## src/rtl/b64d_pkg.sv

```systemverilog
// shared types, constants and decode functions for the base64 descrambler
`timescale 1ns / 1ps

package b64d_pkg;

    localparam int KEY_LENGTH = 128;
    localparam int POS_W      = $clog2(KEY_LENGTH);
    localparam int KEY_IDX_W  = 7;
    localparam int KEY_BYTES  = 1 << KEY_IDX_W;
    localparam int GROUP_OUT  = 3;

    // masks used to split sextets across byte boundaries
    localparam logic [5:0] MASK_S1_HI = 6'h30;
    localparam logic [5:0] MASK_S2_HI = 6'h3c;
    localparam logic [5:0] MASK_S1_LO = 6'h0f;
    localparam logic [5:0] MASK_S2_LO = 6'h03;

    localparam logic [8*KEY_BYTES-1:0] KEY_ROM = {
        "2V:-5?Vl%ulG+4-PG0`#:;[DUnB.Qs::",
        "v<{#]_oaa3NWyGtA[bq>Qf<i,28gV,,;",
        "y;W6rzn)ij}Ol%Eaxoq),+tx>l|@BS($",
        "7W9b9|46Fr&%pS!}[>5g5lly|bC]3aQu"
    };

    typedef logic [POS_W-1:0] t_pos;

    typedef struct packed {
        logic [7:0] ch;
        logic       last;
    } t_item;

    typedef struct packed {
        logic       ok;
        logic [5:0] val;
    } t_sextet;

    typedef struct packed {
        logic [GROUP_OUT-1:0][7:0] bytes;
        logic [1:0]                count;
        logic                      data_ok;
        logic                      fin;
    } t_bundle;

    function automatic t_sextet char_to_sextet(input logic [7:0] c);
        t_sextet s;
        s.ok  = 1'b1;
        s.val = 6'd0;
        priority if (c >= "A" && c <= "Z") begin
            s.val = 6'(c - 8'("A"));
        end else if (c >= "a" && c <= "z") begin
            s.val = 6'(c - 8'("a") + 8'd26);
        end else if (c >= "0" && c <= "9") begin
            s.val = 6'(c - 8'("0") + 8'd52);
        end else if (c == "+") begin
            s.val = 6'd62;
        end else if (c == "/") begin
            s.val = 6'd63;
        end else begin
            s.ok = 1'b0;
        end
        return s;
    endfunction

    function automatic logic [GROUP_OUT-1:0][7:0] group_bytes(
        input logic [5:0] s0,
        input logic [5:0] s1,
        input logic [5:0] s2,
        input logic [5:0] s3
    );
        logic [GROUP_OUT-1:0][7:0] b;
        b[0] = {s0, 2'((s1 & MASK_S1_HI) >> 4)};
        b[1] = {4'(s1 & MASK_S1_LO), 4'((s2 & MASK_S2_HI) >> 2)};
        b[2] = {2'(s2 & MASK_S2_LO), s3};
        return b;
    endfunction

    function automatic logic [7:0] key_byte(input logic [KEY_IDX_W-1:0] idx);
        return KEY_ROM[8*(KEY_BYTES-1-int'(idx)) +: 8];
    endfunction

    // position advance modulo the key length, k stays below the key length
    function automatic t_pos pos_add(input t_pos pos, input logic [1:0] k);
        logic [POS_W:0] sum;
        sum = {1'b0, pos} + (POS_W+1)'(k);
        if (sum >= (POS_W+1)'(KEY_LENGTH)) begin
            sum = sum - (POS_W+1)'(KEY_LENGTH);
        end
        return POS_W'(sum);
    endfunction

endpackage

```

## src/rtl/base64_decode_xor_descramble_unit.sv

```systemverilog
// top level of the base64 decoder with repeating key descrambling
//
//  port group  dir  tdata             tuser         tlast
//  s_axis      in   [7:0] character   -             end of string
//  m_axis      out  [7:0] data byte   [0] byte ok   last byte of string
//
// a character a cycle unless the output is busy; four give three bytes, a beat each
// the character register holds one beat while the byte register drains its bundle
// a beat with no bytes passes even while bytes are still pending at the output
// reset is synchronous and active low, clears group state and key position
// a stall on m_axis holds o_m_axis_* and backs up into s_axis once the bundle is full
`timescale 1ns / 1ps

module base64_decode_xor_descramble_unit (
    input  logic       i_clk,
    input  logic       i_rst_n,
    input  logic       i_s_axis_tvalid,
    output logic       o_s_axis_tready,
    input  logic [7:0] i_s_axis_tdata,   // [7:0] in_char
    input  logic       i_s_axis_tlast,
    output logic       o_m_axis_tvalid,
    input  logic       i_m_axis_tready,
    output logic [7:0] o_m_axis_tdata,   // [7:0] out_byte
    output logic       o_m_axis_tuser,   // [0] byte_valid
    output logic       o_m_axis_tlast
);

    b64d_pkg::t_item   in_item;
    b64d_pkg::t_item   cur_item;
    b64d_pkg::t_bundle bundle;
    logic              cur_valid;
    logic              take;
    logic              bundle_valid;
    logic              bundle_ready;

    assign in_item.ch   = i_s_axis_tdata;
    assign in_item.last = i_s_axis_tlast;

    b64d_in_reg u_in_reg (
        .i_clk   (i_clk),
        .i_rst_n (i_rst_n),
        .i_valid (i_s_axis_tvalid),
        .i_item  (in_item),
        .o_ready (o_s_axis_tready),
        .o_valid (cur_valid),
        .o_item  (cur_item),
        .i_take  (take)
    );

    b64d_core u_core (
        .i_clk          (i_clk),
        .i_rst_n        (i_rst_n),
        .i_valid        (cur_valid),
        .i_item         (cur_item),
        .o_take         (take),
        .o_bundle_valid (bundle_valid),
        .o_bundle       (bundle),
        .i_bundle_ready (bundle_ready)
    );

    b64d_out_ser u_out_ser (
        .i_clk          (i_clk),
        .i_rst_n        (i_rst_n),
        .i_bundle_valid (bundle_valid),
        .i_bundle       (bundle),
        .o_bundle_ready (bundle_ready),
        .o_valid        (o_m_axis_tvalid),
        .o_byte         (o_m_axis_tdata),
        .o_byte_valid   (o_m_axis_tuser),
        .o_last         (o_m_axis_tlast),
        .i_ready        (i_m_axis_tready)
    );

endmodule

```

## src/rtl/b64d_in_reg.sv

```systemverilog
// input register stage for character beats
`timescale 1ns / 1ps

module b64d_in_reg (
    input  logic               i_clk,
    input  logic               i_rst_n,
    input  logic               i_valid,
    input  b64d_pkg::t_item    i_item,
    output logic               o_ready,
    output logic               o_valid,
    output b64d_pkg::t_item    o_item,
    input  logic               i_take
);

    logic            r_valid;
    b64d_pkg::t_item r_item;

    assign o_ready = !r_valid || i_take;
    assign o_valid = r_valid;
    assign o_item  = r_item;

    always_ff @(posedge i_clk) begin
        if (!i_rst_n) begin
            r_valid <= 1'b0;
        end else if (o_ready) begin
            r_valid <= i_valid;
        end
    end

    always_ff @(posedge i_clk) begin
        if (o_ready && i_valid) begin
            r_item <= i_item;
        end
    end

endmodule

```

## src/rtl/b64d_core.sv

```systemverilog
// group assembly, flush and key xor for one character per cycle, unless a bundle waits on the output
`timescale 1ns / 1ps

module b64d_core (
    input  logic               i_clk,
    input  logic               i_rst_n,
    input  logic               i_valid,
    input  b64d_pkg::t_item    i_item,
    output logic               o_take,
    output logic               o_bundle_valid,
    output b64d_pkg::t_bundle  o_bundle,
    input  logic               i_bundle_ready
);

    logic [2:0][5:0]  r_buf;
    logic [1:0]       r_fill;
    logic             r_halted;
    b64d_pkg::t_pos   r_pos;

    logic [2:0][5:0]  n_buf;
    logic [1:0]       n_fill;
    logic             n_halted;
    b64d_pkg::t_pos   n_pos;

    b64d_pkg::t_sextet                      sx;
    logic                                   grp;
    logic                                   flush;
    logic [5:0]                             s0, s1, s2, s3;
    logic [b64d_pkg::GROUP_OUT-1:0][7:0]    raw;
    logic [1:0]                             count;
    b64d_pkg::t_pos                         kpos [b64d_pkg::GROUP_OUT];

    always_comb begin
        sx       = b64d_pkg::char_to_sextet(i_item.ch);
        n_buf    = r_buf;
        n_fill   = r_fill;
        n_halted = r_halted;
        grp      = 1'b0;
        if (!r_halted) begin
            if (!sx.ok) begin
                n_halted = 1'b1;
            end else begin
                unique case (r_fill)
                    2'd0: begin
                        n_buf[0] = sx.val;
                        n_fill   = 2'd1;
                    end
                    2'd1: begin
                        n_buf[1] = sx.val;
                        n_fill   = 2'd2;
                    end
                    2'd2: begin
                        n_buf[2] = sx.val;
                        n_fill   = 2'd3;
                    end
                    default: begin
                        grp    = 1'b1;
                        n_fill = 2'd0;
                    end
                endcase
            end
        end

        flush = i_item.last && (n_fill >= 2'd2);

        // flush pads the missing sextets with zero
        if (grp) begin
            s0 = r_buf[0];
            s1 = r_buf[1];
            s2 = r_buf[2];
            s3 = sx.val;
        end else begin
            s0 = n_buf[0];
            s1 = n_buf[1];
            s2 = (n_fill == 2'd3) ? n_buf[2] : 6'd0;
            s3 = 6'd0;
        end
        raw = b64d_pkg::group_bytes(s0, s1, s2, s3);

        priority if (grp) begin
            count = 2'd3;
        end else if (flush) begin
            count = n_fill - 2'd1;
        end else if (i_item.last) begin
            count = 2'd1;
        end else begin
            count = 2'd0;
        end

        kpos[0] = r_pos;
        kpos[1] = b64d_pkg::pos_add(r_pos, 2'd1);
        kpos[2] = b64d_pkg::pos_add(r_pos, 2'd2);

        o_bundle.count   = count;
        o_bundle.data_ok = grp || flush;
        o_bundle.fin     = i_item.last;
        for (int j = 0; j < b64d_pkg::GROUP_OUT; j++) begin
            o_bundle.bytes[j] = (grp || flush)
                ? (raw[j] ^ b64d_pkg::key_byte(b64d_pkg::KEY_IDX_W'(kpos[j])))
                : 8'd0;
        end

        n_pos = grp ? b64d_pkg::pos_add(r_pos, 2'd3) : r_pos;
    end

    assign o_bundle_valid = i_valid && (count != 2'd0);
    assign o_take         = i_valid && ((count == 2'd0) || i_bundle_ready);

    always_ff @(posedge i_clk) begin
        if (!i_rst_n) begin
            r_buf    <= '0;
            r_fill   <= 2'd0;
            r_halted <= 1'b0;
            r_pos    <= '0;
        end else if (o_take) begin
            if (i_item.last) begin
                r_buf    <= '0;
                r_fill   <= 2'd0;
                r_halted <= 1'b0;
                r_pos    <= '0;
            end else begin
                r_buf    <= n_buf;
                r_fill   <= n_fill;
                r_halted <= n_halted;
                r_pos    <= n_pos;
            end
        end
    end

    a_bundle_nonempty: assert property (@(posedge i_clk) disable iff (!i_rst_n)
        o_bundle_valid |-> (o_bundle.count != 2'd0))
        else $error("bundle offered with no bytes");

    a_halted_silent: assert property (@(posedge i_clk) disable iff (!i_rst_n)
        (i_valid && r_halted && !i_item.last) |-> !o_bundle_valid)
        else $error("result after stop character");

    a_last_clears: assert property (@(posedge i_clk) disable iff (!i_rst_n)
        (o_take && i_item.last) |=> (r_fill == 2'd0 && !r_halted && r_pos == '0))
        else $error("state not cleared after end of string");

endmodule

```

## src/rtl/b64d_out_ser.sv

```systemverilog
// result register that hands out a bundle of up to three bytes one beat at a time
`timescale 1ns / 1ps

module b64d_out_ser (
    input  logic               i_clk,
    input  logic               i_rst_n,
    input  logic               i_bundle_valid,
    input  b64d_pkg::t_bundle  i_bundle,
    output logic               o_bundle_ready,
    output logic               o_valid,
    output logic [7:0]         o_byte,
    output logic               o_byte_valid,
    output logic               o_last,
    input  logic               i_ready
);

    logic [b64d_pkg::GROUP_OUT-1:0][7:0] r_bytes;
    logic [1:0]                          r_left;
    logic [1:0]                          r_idx;
    logic                                r_data_ok;
    logic                                r_fin;

    logic beat;

    assign o_valid        = (r_left != 2'd0);
    assign beat           = o_valid && i_ready;
    assign o_bundle_ready = (r_left == 2'd0) || (r_left == 2'd1 && i_ready);
    assign o_byte_valid   = r_data_ok;
    assign o_last         = r_fin && (r_left == 2'd1);

    always_comb begin
        unique case (r_idx)
            2'd0:    o_byte = r_bytes[0];
            2'd1:    o_byte = r_bytes[1];
            default: o_byte = r_bytes[2];
        endcase
    end

    always_ff @(posedge i_clk) begin
        if (!i_rst_n) begin
            r_left <= 2'd0;
            r_idx  <= 2'd0;
        end else if (i_bundle_valid && o_bundle_ready) begin
            r_left <= i_bundle.count;
            r_idx  <= 2'd0;
        end else if (beat) begin
            r_left <= r_left - 2'd1;
            r_idx  <= r_idx + 2'd1;
        end
    end

    always_ff @(posedge i_clk) begin
        if (i_bundle_valid && o_bundle_ready) begin
            r_bytes   <= i_bundle.bytes;
            r_data_ok <= i_bundle.data_ok;
            r_fin     <= i_bundle.fin;
        end
    end

endmodule

```

## config.mk

```make
export PLATFORM = sky130hd
export DESIGN_NAME = base64_decode_xor_descramble_unit
export DESIGN_NICKNAME = d
export VERILOG_FILES = /design/src/rtl/b64d_pkg.sv /design/src/rtl/base64_decode_xor_descramble_unit.sv /design/src/rtl/b64d_in_reg.sv /design/src/rtl/b64d_core.sv /design/src/rtl/b64d_out_ser.sv
export SDC_FILE = /design/constraint.sdc
export NUM_CORES = 1
export LEC_CHECK = 0
export BUFFER_PORTS_ARGS = -buffer_cell sky130_fd_sc_hd__buf_4
export CAP_MARGIN = 20
export CELL_PAD_IN_SITES_DETAIL_PLACEMENT = 1
export CELL_PAD_IN_SITES_GLOBAL_PLACEMENT = 1
export CORE_MARGIN = 1
export CORE_UTILIZATION = 38
export DETAILED_ROUTE_END_ITERATION = 12
export HOLD_SLACK_MARGIN = 0.06
export PLACE_DENSITY_LB_ADDON = 0.08
export SLEW_MARGIN = 20
export SYNTH_ARGS = -nofsm -noshare
export SYNTH_HDL_FRONTEND = slang
export SYNTH_SLANG_ARGS = --single-unit
```

## constraint.sdc

```tcl
create_clock -name i_clk -period 4.7 [get_ports i_clk]
set_clock_uncertainty 0.05 [all_clocks]
set_input_delay 0.47 -clock i_clk [delete_from_list [all_inputs] [get_ports i_clk]]
set_output_delay 0.47 -clock i_clk [all_outputs]
set_load 0.02 [all_outputs]
```

==> out/qor.yml <==
die_w_um: 158.5
fin_tns_setup_ns: 0
yosys.area.top_type: "edfxtp_1"
power_frac_comb_pct: 33.4
p_per_area_mw_per_mm2: 214.4
rsz0062_at_grt: "no"
setup_viol: 0
vias: 10090
end_kind: "register"
multiInputGateArea_mm2: 0.006830
seq_area_frac_synth_pct: 18.40
htreeDepth: 3
antenna_found_initial: 0
synth_area_leaders: "edfxtp_1 11%, dfxtp_1 7.1%, nand2_1 6.3%"
clock_latency_ns: 0.34
cp.arrival_ns: 4.05
holdPathStages: 1
seq_area_mm2: 0.001719
synth_edf_count: 35
final_nets: 1278
gp_congestion: 0.9303
synth_area_mm2: 0.009301
post-route-min-period_ns: 4.031
hold_path_class: "in2reg"
crit_fanout: 19
n_antenna_cell: 0
core_mm2: 0.02375
synth_top_area_share_pct: 11.30
cp.required_ns: 4.72
synthDistinctLibCells: 99
hold_violations: 0
grt_usage_pct: 32.35
grt_pass1_vias: 9942
maxSlewHeadroom_pct: 42.35
reg2reg_depth: 10
cts.sink_count: 68
use_met2_pct: 48.16
postRouteAntennaNets: 0
grt_pass1_wl_um: 61110
numCtsBuffers: 9
p_seq_share_pct: 32.1
avgViaCountPerCell: 6.512
startpoint_type: "register"
ctsHoldBuffers: 0
switching_power_uw: 781.7
max_freq_ghz: 0.2481
top_usage_layer: "met2"
overflow: 0
criticalPathCategory: "reg2reg"
status: "finished, final reports clean"
cts.clk_slew.worst_paths_ns: 0.06
place_area_mm2: 0.009686
fin_area_mm2: 0.01000
p_sw_share_pct: 36.46
hpwl_um: 28260
area_growth_pct: 7.533
io_pins: 25
grtUsageMet1_pct: 47.25
syn_nets: 1319
fp-row-count: 56
syn_area_per_cell_um2: 7.347
drtPass1Iterations: 5
tightestPinTransition_ns: 0.8606
ys_ff_latch: 68
routedWlPerCell_um: 25.80
ir_drop_v: 0.0001833
clkPwrFrac_pct: 34.6
p_int_mw: 1.362
ys_top_cells_by_count: "157 x nand2_1, 104 x nor2_1, 96 x o21ai_0, 95 x a21oi_1, 55 x buf_2"
tritoncts: "yes"
die_y_um: 158.5
cts-root-buf: "clkbuf_16"
finalCritPeriodShare_pct: 85.76
nFillCells: 2949
maxCapViolCount: 0
synth-main-ff-cell: "edfxtp_1"
yosysWarningCount: 0
totalWireLength_um: 39960
drive_gt1_share_pct: 12.76
grt_use_met3_pct: 5.280
start_util_pct: 39.16
synthArstFlopShare_pct: 0
drtIter0Drc: 1060
fin_util_pct: 42.11
postCtsResizedCells: 0
cts_setup_buffers: 0
clock_path_buffers: 2
die_area_mm2: 0.02511
synthCells: 1266
yosysMostFrequentCell: "nand2_1"
post-route-drc-count: 0
portBuffers: 24
power.static_leakage_nw: 3.702
grt_max_degree: 57
drv_slew: 0
==> through the flow <==
step	worst slack, ns	instances	hold slack [ns]	power (mW)
after floorplan	1.206	1266	0.3926	1.138
after global placement	0.7588	1533	0.4107	1.392
after detailed placement	0.7538	1533	0.4176	1.400
after CTS	0.7396	1549	0.2479	2.135
after global routing	0.4910	1549	0.2415	2.229
final	0.6693	1549	0.2556	2.144
==> power by group through the flow <==
stage	registers (mW)	clock network [mW]	logic [mW]
floorplan	0.685	0	0.453
global placement	0.698	0	0.693
detailed placement	0.699	0	0.701
CTS	0.686	0.743	0.705
global route	0.690	0.772	0.767
finish	0.687	0.741	0.716
==> registers in the layout (all words and copies together), names as in the netlist, 2 cells and up <==
name and cells:
u_core.r_buf 18, u_out_ser.r_bytes 24, u_in_reg.o_item 9, u_out_ser.r_idx 2
u_core.r_pos 7, u_out_ser.r_left 2, u_core.r_fill 2
==> cells by family (layout without fill, tap and decap cells) <==
kind of cell / Yosys count / after routing / synth area share [%]
AOI/OAI and AO/OA: 460 / 460 / 33.63
xor gates and xnor gates: 56 / 56 / 5.959
adders and majority gates: 42 / 42 / 5.596
buffers and inverters: 169 / 133 / 8.367
DFF: 68 / 68 / 18.40
muxes: 33 / 33 / 5.515
and+or+nand+nor: 438 / 438 / 22.53
==> worst max-delay path, stage by stage, from the launching register on <==
cell      delay [ns]
dfxtp_2         0.40
clkinv_1        0.50
ha_1            0.53
buf_4           0.22
inv_1           0.48
nand2_1         0.23
a311oi_1        0.34
a31oi_1         0.10
o221ai_1        0.60
xor2_1          0.22
o22ai_1         0.09
==> path summary, 6_finish.rpt <==
path	startpoint	endpoint	slack [ns]
worst max-delay path	u_core.r_pos[2]	u_out_ser.r_bytes[14]	0.67
worst max register to register	u_core.r_pos[2]	u_out_ser.r_bytes[14]	0.67
worst min-delay path	i_s_axis_tdata[4]	u_in_reg.o_item[5]	0.26
worst min register to register	u_core.r_buf[9]	u_core.r_buf[9]	0.44
==> cell type report <==
class	instances	share of cell area (%)
multi-input combinational	1029	68.29
tap	319	3.990
inverter	41	1.539
timing repair buffer	76	5.829
clock inverter	7	0.9132
sequential	68	17.19
clock buffer	9	2.252
==> metal layers <==
| metal | vias up | wire length (um) | part of all wire, % |
|---|---|---|---|
| met4 | 0 | 1153 | 2.9 |
| met2 | 399 | 17310 | 43 |
| met1 | 5015 | 18790 | 47 |
| li1 | 4607 | - | - |
| met5 | - | 0 | 0 |
| met3 | 66 | 2710 | 6.8 |
==> cell usage in the layout, fill, tap and decap left out, types with 6 or more instances in the layout <==
cell | netlist | routed
o211ai_1 | 17 | 17
nand2b_1 | 16 | 16
nand2_1 | 157 | 157
nor2_1 | 104 | 104
xor2_1 | 23 | 23
clkbuf_16 | 0 | 9
o21ai_1 | 16 | 16
and2_1 | 12 | 12
nand3_1 | 47 | 47
a31oi_1 | 26 | 26
buf_4 | 8 | 75
and3_1 | 8 | 8
a311oi_1 | 14 | 14
nor3_1 | 22 | 22
or3_1 | 7 | 7
a21oi_1 | 95 | 95
mux4_2 | 14 | 14
o311a_1 | 8 | 8
o31ai_1 | 8 | 8
xnor2_1 | 26 | 25
a211oi_1 | 28 | 28
o311ai_0 | 7 | 7
mux2i_1 | 15 | 15
inv_1 | 38 | 38
o21ai_0 | 96 | 96
nor2b_1 | 19 | 19
dfxtp_1 | 33 | 29
ha_1 | 40 | 40
a22oi_1 | 21 | 21
o221ai_1 | 7 | 7
nand4_1 | 6 | 6
o22ai_1 | 20 | 20
edfxtp_1 | 35 | 35
a221oi_1 | 6 | 6
nand3b_1 | 7 | 7
(Power assumes the default switching activity.)
